$ cat src/csp_pkg.sv
// Shared types, constants and register map of the cascaded steering controller.
package csp_pkg;

   localparam int GAIN_FRAC_BITS = 8;
   localparam int CHUNK_W        = 17;
   localparam int GAIN_W         = 24;
   localparam int MUL_A_W        = 25;
   localparam int MUL_B_W        = 18;
   localparam int MUL_P_W        = MUL_A_W + MUL_B_W;
   localparam int SUM_W          = 64;
   localparam int CSR_ADDR_W     = 3;
   localparam int CSR_DATA_W     = 31;
   localparam int STEP_W         = 5;

   localparam logic signed [31:0] S32_MAX = 32'sh7FFF_FFFF;
   localparam logic signed [31:0] S32_MIN = 32'sh8000_0000;

   typedef enum logic [CSR_ADDR_W-1:0] {
      REG_DEV_KP,
      REG_DEV_KD,
      REG_DEV_KP2,
      REG_DEV_MAX,
      REG_ANG_KP,
      REG_ANG_KI,
      REG_ANG_KD,
      REG_ANG_LIMIT
   } reg_index_type;

   localparam logic [23:0] RST_DEV_KP    = 24'd120320;
   localparam logic [23:0] RST_DEV_KD    = 24'd171520;
   localparam logic [23:0] RST_DEV_KP2   = 24'd0;
   localparam logic [30:0] RST_DEV_MAX   = 31'd800;
   localparam logic [23:0] RST_ANG_KP    = 24'd2048;
   localparam logic [23:0] RST_ANG_KI    = 24'd26;
   localparam logic [23:0] RST_ANG_KD    = 24'd0;
   localparam logic [14:0] RST_ANG_LIMIT = 15'd6000;

   typedef struct packed {
      logic [23:0] dev_kp;
      logic [23:0] dev_kd;
      logic [23:0] dev_kp2;
      logic [30:0] dev_max;
      logic [23:0] ang_kp;
      logic [23:0] ang_ki;
      logic [23:0] ang_kd;
      logic [14:0] ang_limit;
   } cfg_type;

   typedef enum logic [1:0] {
      ACC_NONE,
      ACC_FRAC,
      ACC_HIGH
   } acc_kind_type;

   typedef struct packed {
      logic                        clear;
      acc_kind_type                kind;
      logic signed [MUL_A_W-1:0]   op_a;
      logic signed [MUL_B_W-1:0]   op_b;
   } mac_req_type;

   typedef enum logic [1:0] {
      ST_IDLE,
      ST_RUN,
      ST_DONE
   } state_type;

endpackage

$ cat src/csp_regs.sv
// Configuration register file of the cascaded steering controller.
module csp_regs import csp_pkg::*; (
   input  logic                  clock,
   input  logic                  reset,
   input  logic                  csr_we,
   input  logic [CSR_ADDR_W-1:0] csr_addr,
   input  logic [CSR_DATA_W-1:0] csr_wdata,
   output cfg_type               cfg
);

   cfg_type cfg_ff;

   always_ff @(posedge clock) begin
      if (reset) begin
         cfg_ff.dev_kp    <= RST_DEV_KP;
         cfg_ff.dev_kd    <= RST_DEV_KD;
         cfg_ff.dev_kp2   <= RST_DEV_KP2;
         cfg_ff.dev_max   <= RST_DEV_MAX;
         cfg_ff.ang_kp    <= RST_ANG_KP;
         cfg_ff.ang_ki    <= RST_ANG_KI;
         cfg_ff.ang_kd    <= RST_ANG_KD;
         cfg_ff.ang_limit <= RST_ANG_LIMIT;
      end else if (csr_we) begin
         case (reg_index_type'(csr_addr))
            REG_DEV_KP:    cfg_ff.dev_kp    <= csr_wdata[23:0];
            REG_DEV_KD:    cfg_ff.dev_kd    <= csr_wdata[23:0];
            REG_DEV_KP2:   cfg_ff.dev_kp2   <= csr_wdata[23:0];
            REG_DEV_MAX:   cfg_ff.dev_max   <= csr_wdata[30:0];
            REG_ANG_KP:    cfg_ff.ang_kp    <= csr_wdata[23:0];
            REG_ANG_KI:    cfg_ff.ang_ki    <= csr_wdata[23:0];
            REG_ANG_KD:    cfg_ff.ang_kd    <= csr_wdata[23:0];
            REG_ANG_LIMIT: cfg_ff.ang_limit <= csr_wdata[14:0];
            default: begin
            end
         endcase
      end
   end

   assign cfg = cfg_ff;

endmodule

$ cat src/csp_mac.sv
// Shared 25x18 signed multiplier with a shifting 64-bit accumulator.
module csp_mac import csp_pkg::*; (
   input  logic                      clock,
   input  logic                      reset,
   input  mac_req_type               req,
   output logic signed [MUL_P_W-1:0] prod,
   output logic signed [SUM_W-1:0]   sum
);

   logic signed [MUL_P_W-1:0] prod_ff;
   acc_kind_type              kind_ff;
   logic signed [SUM_W-1:0]   sum_ff;
   logic signed [SUM_W-1:0]   sum_in;

   always_ff @(posedge clock) begin
      if (reset) begin
         kind_ff <= ACC_NONE;
      end else begin
         kind_ff <= req.kind;
      end
   end

   always_ff @(posedge clock) begin
      prod_ff <= req.op_a * req.op_b;
      sum_ff  <= sum_in;
   end

   // A wide operand is split into a low unsigned chunk and a high signed chunk.
   // Since the low partial product is never negative, the floor shift of the
   // whole product equals the high part shifted left plus the low part floored.
   always_comb begin
      case (kind_ff)
         ACC_FRAC: sum_in = sum_ff + SUM_W'(prod_ff >>> GAIN_FRAC_BITS);
         ACC_HIGH: sum_in = sum_ff + (SUM_W'(prod_ff) <<< (CHUNK_W - GAIN_FRAC_BITS));
         default:  sum_in = sum_ff;
      endcase
      if (req.clear) begin
         sum_in = '0;
      end
   end

   assign prod = prod_ff;
   assign sum  = sum_ff;

endmodule

$ cat src/csp_ctrl.sv
// Sequencer and loop state of the cascaded steering controller.
module csp_ctrl import csp_pkg::*; (
   input  logic                      clock,
   input  logic                      reset,
   input  cfg_type                   cfg,
   input  logic                      req_valid,
   input  logic signed [15:0]        req_offset,
   input  logic signed [15:0]        req_yaw,
   output logic                      req_ready,
   output mac_req_type               mac_req,
   input  logic signed [MUL_P_W-1:0] prod,
   input  logic signed [SUM_W-1:0]   sum,
   input  logic                      out_free,
   output logic                      res_valid,
   output logic signed [31:0]        res_target,
   output logic signed [15:0]        res_drive
);

   localparam logic [STEP_W-1:0] STEP_SQUARE    = 5'd0;
   localparam logic [STEP_W-1:0] STEP_DEV_P     = 5'd1;
   localparam logic [STEP_W-1:0] STEP_DEV_D     = 5'd2;
   localparam logic [STEP_W-1:0] STEP_DEV_P2_LO = 5'd3;
   localparam logic [STEP_W-1:0] STEP_DEV_P2_HI = 5'd4;
   localparam logic [STEP_W-1:0] STEP_TARGET    = 5'd6;
   localparam logic [STEP_W-1:0] STEP_ERROR     = 5'd7;
   localparam logic [STEP_W-1:0] STEP_ANG_I_LO  = 5'd8;
   localparam logic [STEP_W-1:0] STEP_ANG_I_HI  = 5'd9;
   localparam logic [STEP_W-1:0] STEP_ANG_P_LO  = 5'd10;
   localparam logic [STEP_W-1:0] STEP_ANG_P_HI  = 5'd11;
   localparam logic [STEP_W-1:0] STEP_ANG_D_LO  = 5'd12;
   localparam logic [STEP_W-1:0] STEP_ANG_D_HI  = 5'd13;
   localparam logic [STEP_W-1:0] STEP_INC       = 5'd15;
   localparam logic [STEP_W-1:0] STEP_LAST      = 5'd16;

   state_type                state_ff, state_in;
   logic [STEP_W-1:0]        step_ff, step_in;

   logic signed [16:0]       e_ff;
   logic signed [15:0]       yaw_ff;
   logic signed [31:0]       m0_ff;
   logic signed [31:0]       target_ff;
   logic signed [32:0]       ei_ff;
   logic signed [33:0]       d1_ff;
   logic signed [34:0]       d2_ff;
   logic signed [31:0]       inc_ff;
   logic signed [15:0]       drv_ff;
   logic signed [16:0]       prev_e_ff;
   logic signed [32:0]       e1_ff;
   logic signed [32:0]       e2_ff;
   logic signed [15:0]       acc_ff;

   logic [16:0]              mag_c;
   logic signed [17:0]       de_c;
   logic signed [31:0]       sum_sat_c;
   logic signed [31:0]       dmax_c;
   logic signed [31:0]       target_c;
   logic signed [32:0]       ei_c;
   logic signed [33:0]       d1_c;
   logic signed [34:0]       d2_c;
   logic signed [32:0]       drv_sum_c;
   logic signed [32:0]       lim_c;
   logic signed [15:0]       drv_c;
   logic                     run_c;

   // Arithmetic around the shared multiplier.
   always_comb begin
      mag_c  = e_ff[16] ? 17'(-e_ff) : 17'(e_ff);
      de_c   = 18'(e_ff) - 18'(prev_e_ff);
      if (sum > SUM_W'(S32_MAX)) begin
         sum_sat_c = S32_MAX;
      end else if (sum < SUM_W'(S32_MIN)) begin
         sum_sat_c = S32_MIN;
      end else begin
         sum_sat_c = 32'(sum);
      end
      dmax_c   = signed'({1'b0, cfg.dev_max});
      target_c = (sum_sat_c > dmax_c) ? dmax_c : sum_sat_c;
      ei_c     = 33'(target_ff) - 33'(yaw_ff);
      d1_c     = 34'(ei_ff) - 34'(e1_ff);
      d2_c     = 35'(ei_ff) - (35'(e1_ff) <<< 1) + 35'(e2_ff);
      drv_sum_c = 33'(acc_ff) + 33'(inc_ff);
      lim_c     = signed'({18'b0, cfg.ang_limit});
      if (drv_sum_c > lim_c) begin
         drv_c = 16'(lim_c);
      end else if (drv_sum_c < -lim_c) begin
         drv_c = 16'(-lim_c);
      end else begin
         drv_c = 16'(drv_sum_c);
      end
   end

   always_ff @(posedge clock) begin
      if (reset) begin
         state_ff <= ST_IDLE;
         step_ff  <= '0;
      end else begin
         state_ff <= state_in;
         step_ff  <= step_in;
      end
   end

   always_comb begin
      state_in  = state_ff;
      step_in   = step_ff;
      req_ready = 1'b0;
      res_valid = 1'b0;
      run_c     = 1'b0;
      mac_req   = '{clear: 1'b0, kind: ACC_NONE, op_a: '0, op_b: '0};
      case (state_ff)
         ST_IDLE: begin
            req_ready = 1'b1;
            if (req_valid) begin
               state_in = ST_RUN;
               step_in  = '0;
            end
         end
         ST_RUN: begin
            run_c   = 1'b1;
            step_in = step_ff + 1'b1;
            if (step_ff == STEP_LAST) begin
               state_in = ST_DONE;
            end
         end
         ST_DONE: begin
            res_valid = 1'b1;
            if (out_free) begin
               state_in = ST_IDLE;
            end
         end
         default: begin
            state_in = ST_IDLE;
         end
      endcase

      if (run_c) begin
         case (step_ff)
            STEP_SQUARE: begin
               mac_req.clear = 1'b1;
               mac_req.op_a  = signed'({8'b0, mag_c});
               mac_req.op_b  = 18'(e_ff);
            end
            STEP_DEV_P: begin
               mac_req.kind = ACC_FRAC;
               mac_req.op_a = signed'({1'b0, cfg.dev_kp});
               mac_req.op_b = 18'(e_ff);
            end
            STEP_DEV_D: begin
               mac_req.kind = ACC_FRAC;
               mac_req.op_a = signed'({1'b0, cfg.dev_kd});
               mac_req.op_b = de_c;
            end
            STEP_DEV_P2_LO: begin
               mac_req.kind = ACC_FRAC;
               mac_req.op_a = signed'({1'b0, cfg.dev_kp2});
               mac_req.op_b = signed'({1'b0, m0_ff[16:0]});
            end
            STEP_DEV_P2_HI: begin
               mac_req.kind = ACC_HIGH;
               mac_req.op_a = signed'({1'b0, cfg.dev_kp2});
               mac_req.op_b = 18'(signed'(m0_ff[31:17]));
            end
            STEP_TARGET: begin
               mac_req.clear = 1'b1;
            end
            STEP_ANG_I_LO: begin
               mac_req.kind = ACC_FRAC;
               mac_req.op_a = signed'({1'b0, cfg.ang_ki});
               mac_req.op_b = signed'({1'b0, ei_ff[16:0]});
            end
            STEP_ANG_I_HI: begin
               mac_req.kind = ACC_HIGH;
               mac_req.op_a = signed'({1'b0, cfg.ang_ki});
               mac_req.op_b = 18'(signed'(ei_ff[32:17]));
            end
            STEP_ANG_P_LO: begin
               mac_req.kind = ACC_FRAC;
               mac_req.op_a = signed'({1'b0, cfg.ang_kp});
               mac_req.op_b = signed'({1'b0, d1_ff[16:0]});
            end
            STEP_ANG_P_HI: begin
               mac_req.kind = ACC_HIGH;
               mac_req.op_a = signed'({1'b0, cfg.ang_kp});
               mac_req.op_b = 18'(signed'(d1_ff[33:17]));
            end
            STEP_ANG_D_LO: begin
               mac_req.kind = ACC_FRAC;
               mac_req.op_a = signed'({1'b0, cfg.ang_kd});
               mac_req.op_b = signed'({1'b0, d2_ff[16:0]});
            end
            STEP_ANG_D_HI: begin
               mac_req.kind = ACC_HIGH;
               mac_req.op_a = signed'({1'b0, cfg.ang_kd});
               mac_req.op_b = signed'(d2_ff[34:17]);
            end
            default: begin
            end
         endcase
      end
   end

   // Working registers of one control tick.
   always_ff @(posedge clock) begin
      if (req_ready && req_valid) begin
         e_ff   <= -17'(req_offset);
         yaw_ff <= req_yaw;
      end
      if (run_c) begin
         case (step_ff)
            STEP_DEV_P:    m0_ff     <= 32'(prod);
            STEP_TARGET:   target_ff <= target_c;
            STEP_ERROR:    ei_ff     <= ei_c;
            STEP_ANG_I_LO: begin
               d1_ff <= d1_c;
               d2_ff <= d2_c;
            end
            STEP_INC:      inc_ff    <= sum_sat_c;
            STEP_LAST:     drv_ff    <= drv_c;
            default: begin
            end
         endcase
      end
   end

   // Loop history carried from tick to tick.
   always_ff @(posedge clock) begin
      if (reset) begin
         prev_e_ff <= '0;
         e1_ff     <= '0;
         e2_ff     <= '0;
         acc_ff    <= '0;
      end else if (run_c && step_ff == STEP_LAST) begin
         prev_e_ff <= e_ff;
         e2_ff     <= e1_ff;
         e1_ff     <= ei_ff;
         acc_ff    <= drv_c;
      end
   end

   assign res_target = target_ff;
   assign res_drive  = drv_ff;

endmodule

$ cat src/cascaded_steering_pid.sv
// Cascaded steering controller: an outer position loop on lateral offset sets the yaw-rate
// target of an inner incremental loop, and each input word yields one result word. All
// eleven products of a tick go through one shared 25x18 multiplier under a step counter,
// so a word is taken, worked through the steps, handed to the output register, and only
// then is the block ready for the next word. The output register holds a result until it
// is taken while the next word is already being worked.
// Configuration takes effect at once; the user must write it only while idle (unenforced).
module cascaded_steering_pid import csp_pkg::*; (
   input  logic                  clock,
   input  logic                  reset,
   input  logic                  req_tvalid,
   output logic                  req_tready,
   input  logic [31:0]           req_tdata,   // lateral_offset[15:0], yaw_rate[31:16]
   output logic                  rsp_tvalid,
   input  logic                  rsp_tready,
   output logic [47:0]           rsp_tdata,   // steer_target[31:0], drive[47:32]
   input  logic                  csr_we,
   input  logic [CSR_ADDR_W-1:0] csr_addr,
   input  logic [CSR_DATA_W-1:0] csr_wdata
);

   cfg_type                   cfg;
   mac_req_type               mac_req;
   logic signed [MUL_P_W-1:0] prod;
   logic signed [SUM_W-1:0]   sum;
   logic                      out_free;
   logic                      res_valid;
   logic signed [31:0]        res_target;
   logic signed [15:0]        res_drive;

   logic                      rsp_valid_ff;
   logic [31:0]               target_ff;
   logic [15:0]               drive_ff;

   csp_regs u_regs (
      .clock     (clock),
      .reset     (reset),
      .csr_we    (csr_we),
      .csr_addr  (csr_addr),
      .csr_wdata (csr_wdata),
      .cfg       (cfg)
   );

   csp_mac u_mac (
      .clock (clock),
      .reset (reset),
      .req   (mac_req),
      .prod  (prod),
      .sum   (sum)
   );

   csp_ctrl u_ctrl (
      .clock      (clock),
      .reset      (reset),
      .cfg        (cfg),
      .req_valid  (req_tvalid),
      .req_offset (signed'(req_tdata[15:0])),
      .req_yaw    (signed'(req_tdata[31:16])),
      .req_ready  (req_tready),
      .mac_req    (mac_req),
      .prod       (prod),
      .sum        (sum),
      .out_free   (out_free),
      .res_valid  (res_valid),
      .res_target (res_target),
      .res_drive  (res_drive)
   );

   assign out_free = !rsp_valid_ff || rsp_tready;

   always_ff @(posedge clock) begin
      if (reset) begin
         rsp_valid_ff <= 1'b0;
      end else if (out_free) begin
         rsp_valid_ff <= res_valid;
      end
   end

   always_ff @(posedge clock) begin
      if (out_free && res_valid) begin
         target_ff <= res_target;
         drive_ff  <= res_drive;
      end
   end

   assign rsp_tvalid = rsp_valid_ff;
   assign rsp_tdata  = {drive_ff, target_ff};

endmodule

$ cat config.mk
export PLATFORM = sky130hd
export DESIGN_NAME = cascaded_steering_pid
export DESIGN_NICKNAME = d
export VERILOG_FILES = /design/src/csp_pkg.sv /design/src/csp_regs.sv /design/src/csp_mac.sv /design/src/csp_ctrl.sv /design/src/cascaded_steering_pid.sv
export SDC_FILE = /design/constraint.sdc
export NUM_CORES = 2
export LEC_CHECK = 0
export BUFFER_PORTS_ARGS = -buffer_cell sky130_fd_sc_hd__buf_2
export CORE_ASPECT_RATIO = 0.6
export CORE_UTILIZATION = 50
export DETAILED_ROUTE_END_ITERATION = 6
export PLACE_DENSITY = 0.67
export SYNTH_ARGS = -nofsm -noshare
export SYNTH_HDL_FRONTEND = slang
export SYNTH_SLANG_ARGS = --single-unit
$ cat constraint.sdc
create_clock -name clock -period 11.6 [get_ports clock]
set_input_delay 0.58 -clock clock [delete_from_list [all_inputs] [get_ports clock]]
set_output_delay 0.58 -clock clock [all_outputs]
set_load 0.02 [all_outputs]
### Word-level counts from Yosys, hierarchy flattened

Index checks and enable logic that the tools add are counted.

* add/subtract/negate cells: 12
* multiply operators: 1
* div/mod/pow operators: 0
* order comparisons: 5
* equal/unequal tests: 28
* shift operators: 0
* muxes and demuxes: 20
* bitwise gates (word level): 1
* reduce and logical (&&, ||, !) cells: 30

Operators by type and width (number)
* 42-bit case mux with 11 select lines: 1
* 64-bit case mux with 2 select lines: 1
* 64-bit by 35-bit adder with 64-bit output: 1
* 64-bit by 52-bit adder with 64-bit output: 1
* 64-bit by 32-bit greater-than comparator with 1-bit output, second input constant: 1
* 64-bit by 32-bit less-than comparator with 1-bit output, second input constant: 1
* 32-bit 2-to-1 mux: 2
* 46-bit 2-to-1 mux: 1
* 25-bit by 18-bit multiplier with 43-bit output: 1
* 35-bit by 33-bit adder with 35-bit output: 1
* 5-bit by 4-bit == test with 1-bit output, second input constant: 7
* 33-bit by 34-bit subtractor with 35-bit output: 1
* 33-bit by 33-bit subtractor with 34-bit output: 1
* 16-bit by 32-bit adder with 33-bit output: 1
* 33-bit by 16-bit greater-than comparator with 1-bit output: 1
* 33-bit less-than comparator: 1
* 15-bit negation with 33-bit output: 1
* 32-bit by 16-bit subtractor with 33-bit output: 1
* 32-bit greater-than comparator: 1
* 16-bit 2-to-1 mux: 2
* 31-bit 2-to-1 mux: 1
* 2-bit AND reduction: 15
* 17-bit by 17-bit subtractor with 18-bit output: 1
* 17-bit 2-to-1 mux: 1
* 32 further kinds: 51

* bits in registers: 701
* latch bits: 0
* RAM bits: 0
* ROM bits: 0
* word-level logic and storage cells: 127
* memories: 0

### Logic depth before layout (Yosys ltp)

* word-level depth: 5
* depth in mapped cells: 39
* depth with buffers taken out: 38

### By module

From an unflattened synthesis, not the netlist that was laid out.

* cells, all modules: 6706
* area total of the unflattened synthesis: 60521.8 um^2

Modules (own cells, without submodules)
* csp_ctrl: times used 1, cells an instance 2883, area an instance 25923.6 um^2, seq. area each 9539.1 um^2
* csp_mac: times used 1, cells an instance 3086, area an instance 25652.1 um^2, seq. area each 2182.1 um^2
* csp_regs: times used 1, cells an instance 684, area an instance 7449.6 um^2, seq. area each 3803.6 um^2
* cascaded_steering_pid: times used 1, cells an instance 53, area an instance 1496.4 um^2, seq. area each 1461.4 um^2

### Worst setup path before layout

Ideal clock, no wire load.

* kind: reg-to-reg
* from: register u_ctrl.e_ff[0]
* to: register u_mac.prod_ff[39], in the netlist u_mac.prod[39]
* data arrival time: 8720 ps
* required time: 11528 ps
* setup slack: 2808 ps
* stages on the path, launching flop included: 39
* path buffers: 1
* clock period less this slack: 8792 ps
* cell sequence: edfxtp_1 -> inv_1 -> ha_1 -> inv_1 -> fa_1 -> a21o_1 -> a21oi_1 -> o21bai_1 -> a21oi_1 -> o21ai_0 -> a41oi_1 -> nand2b_1 -> a21oi_1 -> xnor2_1 -> a221oi_1 -> clkbuf_1 -> nor2_1 -> fa_1 -> [3 not listed] -> inv_1 -> fa_1 -> fa_1 -> inv_1 -> fa_1 -> inv_1 -> ha_1 -> a21o_1 -> a21o_1 -> a21o_1 -> a21o_1 -> a21oi_1 -> o21ai_0 -> nor3_1 -> a211oi_1 -> a21o_1 -> a221oi_1 -> xnor2_1

* longest elaborated chain between the ends: 5
* elaborated cells on any way between the ends: 6
* those cells by class: 2 x add/sub; 1 x mul; 3 x mux

RTL lines
* start: declaration: line csp_ctrl.sv:38 `logic signed [16:0] e_ff;`
* start signal: assignment: line csp_ctrl.sv:204 `e_ff <= -17'(req_offset);`
* 17-bit negation: line csp_ctrl.sv:67 `mag_c = e_ff[16] ? 17'(-e_ff) : 17'(e_ff);`
* 17-bit 2-to-1 mux: line csp_ctrl.sv:67
* 42-bit case mux with 11 select lines (*): line csp_ctrl.sv:136 `case (step_ff)`
* 46-bit 2-to-1 mux (*): line csp_ctrl.sv:135 `if (run_c) begin`
* 25-bit by 18-bit multiplier with 43-bit output (*): line csp_mac.sv:24 `prod_ff <= req.op_a * req.op_b;`
* end signal: assignment: line csp_mac.sv:24
* end: declaration: line csp_mac.sv:10 `logic signed [MUL_P_W-1:0] prod_ff;`

Mark *: on every way between the ends. The rest lies on a longest branch, timed or not.
A chain may end at the register's enable or synchronous reset.

### Final worst setup path

* from: register u_ctrl.step_ff[0]
* to: register u_mac.prod_ff[42], in the netlist u_mac.prod[42]

* longest elaborated chain between the ends: 4
* elaborated cells on any way between the ends: 14
* those cells by class: 1 x mul; 10 x eq/ne; 2 x mux; 1 x reduce/logical

RTL lines
* start: declaration: line csp_ctrl.sv:36 `logic [STEP_W-1:0] step_ff, step_in;`
* start signal: assignment: line csp_ctrl.sv:98 `step_ff <= step_in;`
* 5-bit by 4-bit == test with 1-bit output, or another cell as far along: line csp_ctrl.sv:136
* 42-bit case mux with 11 select lines (*): line csp_ctrl.sv:136
* 46-bit 2-to-1 mux (*): line csp_ctrl.sv:135
* 25-bit by 18-bit multiplier with 43-bit output (*): line csp_mac.sv:24

Marks and branches as above.

==> qor.txt <==
Power per cell area -> 132 mW/mm2
Die width -> 438 um
Max-cap violations -> 0
CTS Buffer Depth -> 3
Critical path class -> flip-flop to flip-flop
Clock Sinks -> 701
CTS Buf Count -> 72
Status -> finished with violations
GPL Wtd Cong -> 0.977
Fin crit share -> 91.8%
CP max stage delay -> 0.70 ns
Data arrival, critical path -> 11.24 ns
Fraction of layout cells with a size suffix above 1 -> 7.00%
Post-route setup TNS -> 0 ns
Count of different cell masters after synthesis -> 90
Crit path top cell by count -> fa_1
Site Rows -> 95
Area contributors post-synth -> edfxtp_1 16%, dfxtp_1 14%, fa_1 14%, ha_1 11%, nand2_1 7.1%
Final min period -> 10.65 ns
# hold bufs at CTS -> 0
Synth-to-Final Area Change -> 8.66%
Max stage delay cell, worst path -> nand2b_1
Violated checks -> design-rule violations
Skew-Pair Late Insertion Delay -> 0.68 ns
Post-CTS Resized -> 0
Via count -> 49203
Synth top area share -> 15.5%
Dpl cell area -> 0.0595 mm2
Total core area -> 0.113 mm2
Largest net degree at the start of global routing -> 118
Critical Path Fanout Max -> 18
Post-Synthesis Cell Area -> 0.0571 mm2
Die area -> 0.116 mm2
DR iter-0 viols -> 6495
Clock transition at path regs -> 0.07 ns
Yosys Warn Count -> 0
GR Overflow Total -> 0
Initial antenna violation count -> 16
Syn_area_per_cell -> 8.70 um2
Via density -> 6.04
Setup bufs post-CTS -> 0
Total Routed Length -> 195000 um
CTS tree -> built
Syn Nets -> 7511
Die height -> 264 um
Overall routing resource usage -> 33.3%
Routed wire per std cell -> 23.9 um
EDFF count, synth -> 295
Pin slew with the least headroom to its limit -> 1.22 ns
IO Pins -> 121
RSZ-0062 raised after global routing -> false
Synth Flop Type -> dfxtp_1
Final setup viols -> 0
Fin worst setup slack -> 0.951 ns
Pleak -> 26.4 nW
Filler cell count -> 10267
Setup slack after placement -> 1.45 ns
Final net count -> 7530
Async S/R FF share, synth -> 0%
WP data required -> 12.20 ns
Fmax -> 93.9 MHz
Cell taking the most area after synthesis -> edfxtp_1
Sequential cell area fraction in the yosys report -> 29.7%
H-tree depth -> 3
Fin area -> 0.0621 mm2
Slew headroom -> 18.2%
Synth top cells by count -> 1073 x nand2_1, 722 x inv_1, 592 x a21oi_1
CP startpoint kind -> flip-flop
Most frequent cell after synthesis -> nand2_1
HP Class -> primary input to flip-flop
Slew Limit Fails -> 0
Post-detail-place hpwl -> 150000 um
Initial Util -> 50.7%
Vias in the first global route -> 45713
Drc violations -> 2
Endpoint class of the critical path -> flip-flop
Max VDD drop -> 0.000118 V
Synth Register Bits -> 701
Mapped Cells -> 6562
Post-DRT Antenna Nets -> 0
First-pass GRT wire length -> 292000 um
Final hold vios -> 0
# port buffers -> 120
Clock skew -> 0.0333 ns
CTS Root Buffer Type -> clkbuf_16
First-pass iteration count of the detailed router -> 7
## cell families after synthesis
logic type / share of synthesized area [%]
flip-flops: 29.7
AO/OA/AOI/OAI: 16.8
AND/OR/NAND/NOR: 17.0
adder cells (fa/ha/maj): 24.4
multiplexers: 1.02
XOR/XNOR: 4.31
buffers and inverters: 6.70
## per-stage QoR
step / total power, W / hold WS (ns) / util [%] / std cells
5_1_grt: 0.00851 / 0.0632 / 55.1 / 8145
2_1_floorplan: 0.00455 / 0.400 / - / 6562
3_5_place_dp: 0.00554 / 0.405 / 52.9 / 8010
4_1_cts: 0.00808 / 0.0391 / 55.1 / 8142
6_report: 0.00817 / 0.0890 / 55.1 / 8150
3_3_place_gp: 0.00552 / 0.404 / 52.9 / 8010
## worst max-delay path, delay by kind of cell, from the launching register on
family          cells  cell delay [ns]
flops               1             0.37
simple gates        6             2.09
fa+ha+maj           8             3.43
buf+inv             8             1.42
compound gates      7             3.14
xor+xnor            1             0.13
## layout make-up
class | instances | area (um2) | share of cell area (%)
well taps | 1503 | 1880 | 3.03
clock buffers | 94 | 2060 | 3.32
flip-flops and latches | 701 | 17000 | 27.4
inverters | 725 | 2720 | 4.39
repair buffers | 231 | 1440 | 2.33
clock inverters | 38 | 478 | 0.770
multi-input cells | 4850 | 36500 | 58.8
diodes | 8 | 20.0 | 0.0323
## flip-flops by register name (all words and copies together), names as in the netlist, 5 cells and up
| signal | flops |
|---|---|
| u_ctrl.yaw_ff | 16 |
| u_ctrl.d2_ff | 35 |
| u_ctrl.e2_ff | 33 |
| drive_ff | 16 |
| u_ctrl.inc_ff | 32 |
| u_ctrl.d1_ff | 34 |
| u_ctrl.res_target | 32 |
| u_ctrl.e_ff | 17 |
| u_ctrl.prev_e_ff | 17 |
| u_mac.prod | 43 |
| u_ctrl.ei_ff | 33 |
| target_ff | 32 |
| u_ctrl.e1_ff | 33 |
| u_ctrl.m0_ff | 32 |
| u_regs.cfg | 190 |
| u_ctrl.res_drive | 16 |
| u_ctrl.step_ff | 5 |
| u_ctrl.acc_ff | 16 |
| u_mac.sum | 64 |
## power by group
part	switching (W)	total, W	internal (W)
logic	0.00181	0.00277	0.000956
clock network	0.00111	0.00254	0.00144
registers	0.000145	0.00286	0.00271
## layer usage
layer	up-vias	part of all wire, %	GRT usage, %
li1	22513	-	-
met3	276	14	11.9
met2	2651	37	41.8
met4	10	2.3	7.81
met1	23753	46	52.3
met5	-	0.22	1.12
## cells in the final DEF, fill, tap and decap left out, types with 82 or more instances in the layout
cell,Yosys,final
nand2_1,1073,1072
inv_1,722,722
a21oi_1,592,588
ha_1,487,486
dfxtp_1,406,406
fa_1,391,391
nor2_1,355,349
edfxtp_1,295,295
o21ai_0,224,223
xnor2_1,172,172
a21o_1,160,160
buf_2,5,119
buf_4,0,111
xor2_1,109,109
nand2b_1,100,100
nor3_1,89,82
## worst paths after layout
kind | from | end | slack, ns | cells after the start
max | u_ctrl.step_ff[0] | u_mac.prod[42] | 0.95 | 30
min | req_tdata[22] | u_ctrl.yaw_ff[6] | 0.09 | 1
max reg2reg | u_ctrl.step_ff[0] | u_mac.prod[42] | 0.95 | 30
min reg2reg | u_ctrl.res_drive[10] | drive_ff[10] | 0.41 | 0
(Power assumes the default switching activity.)
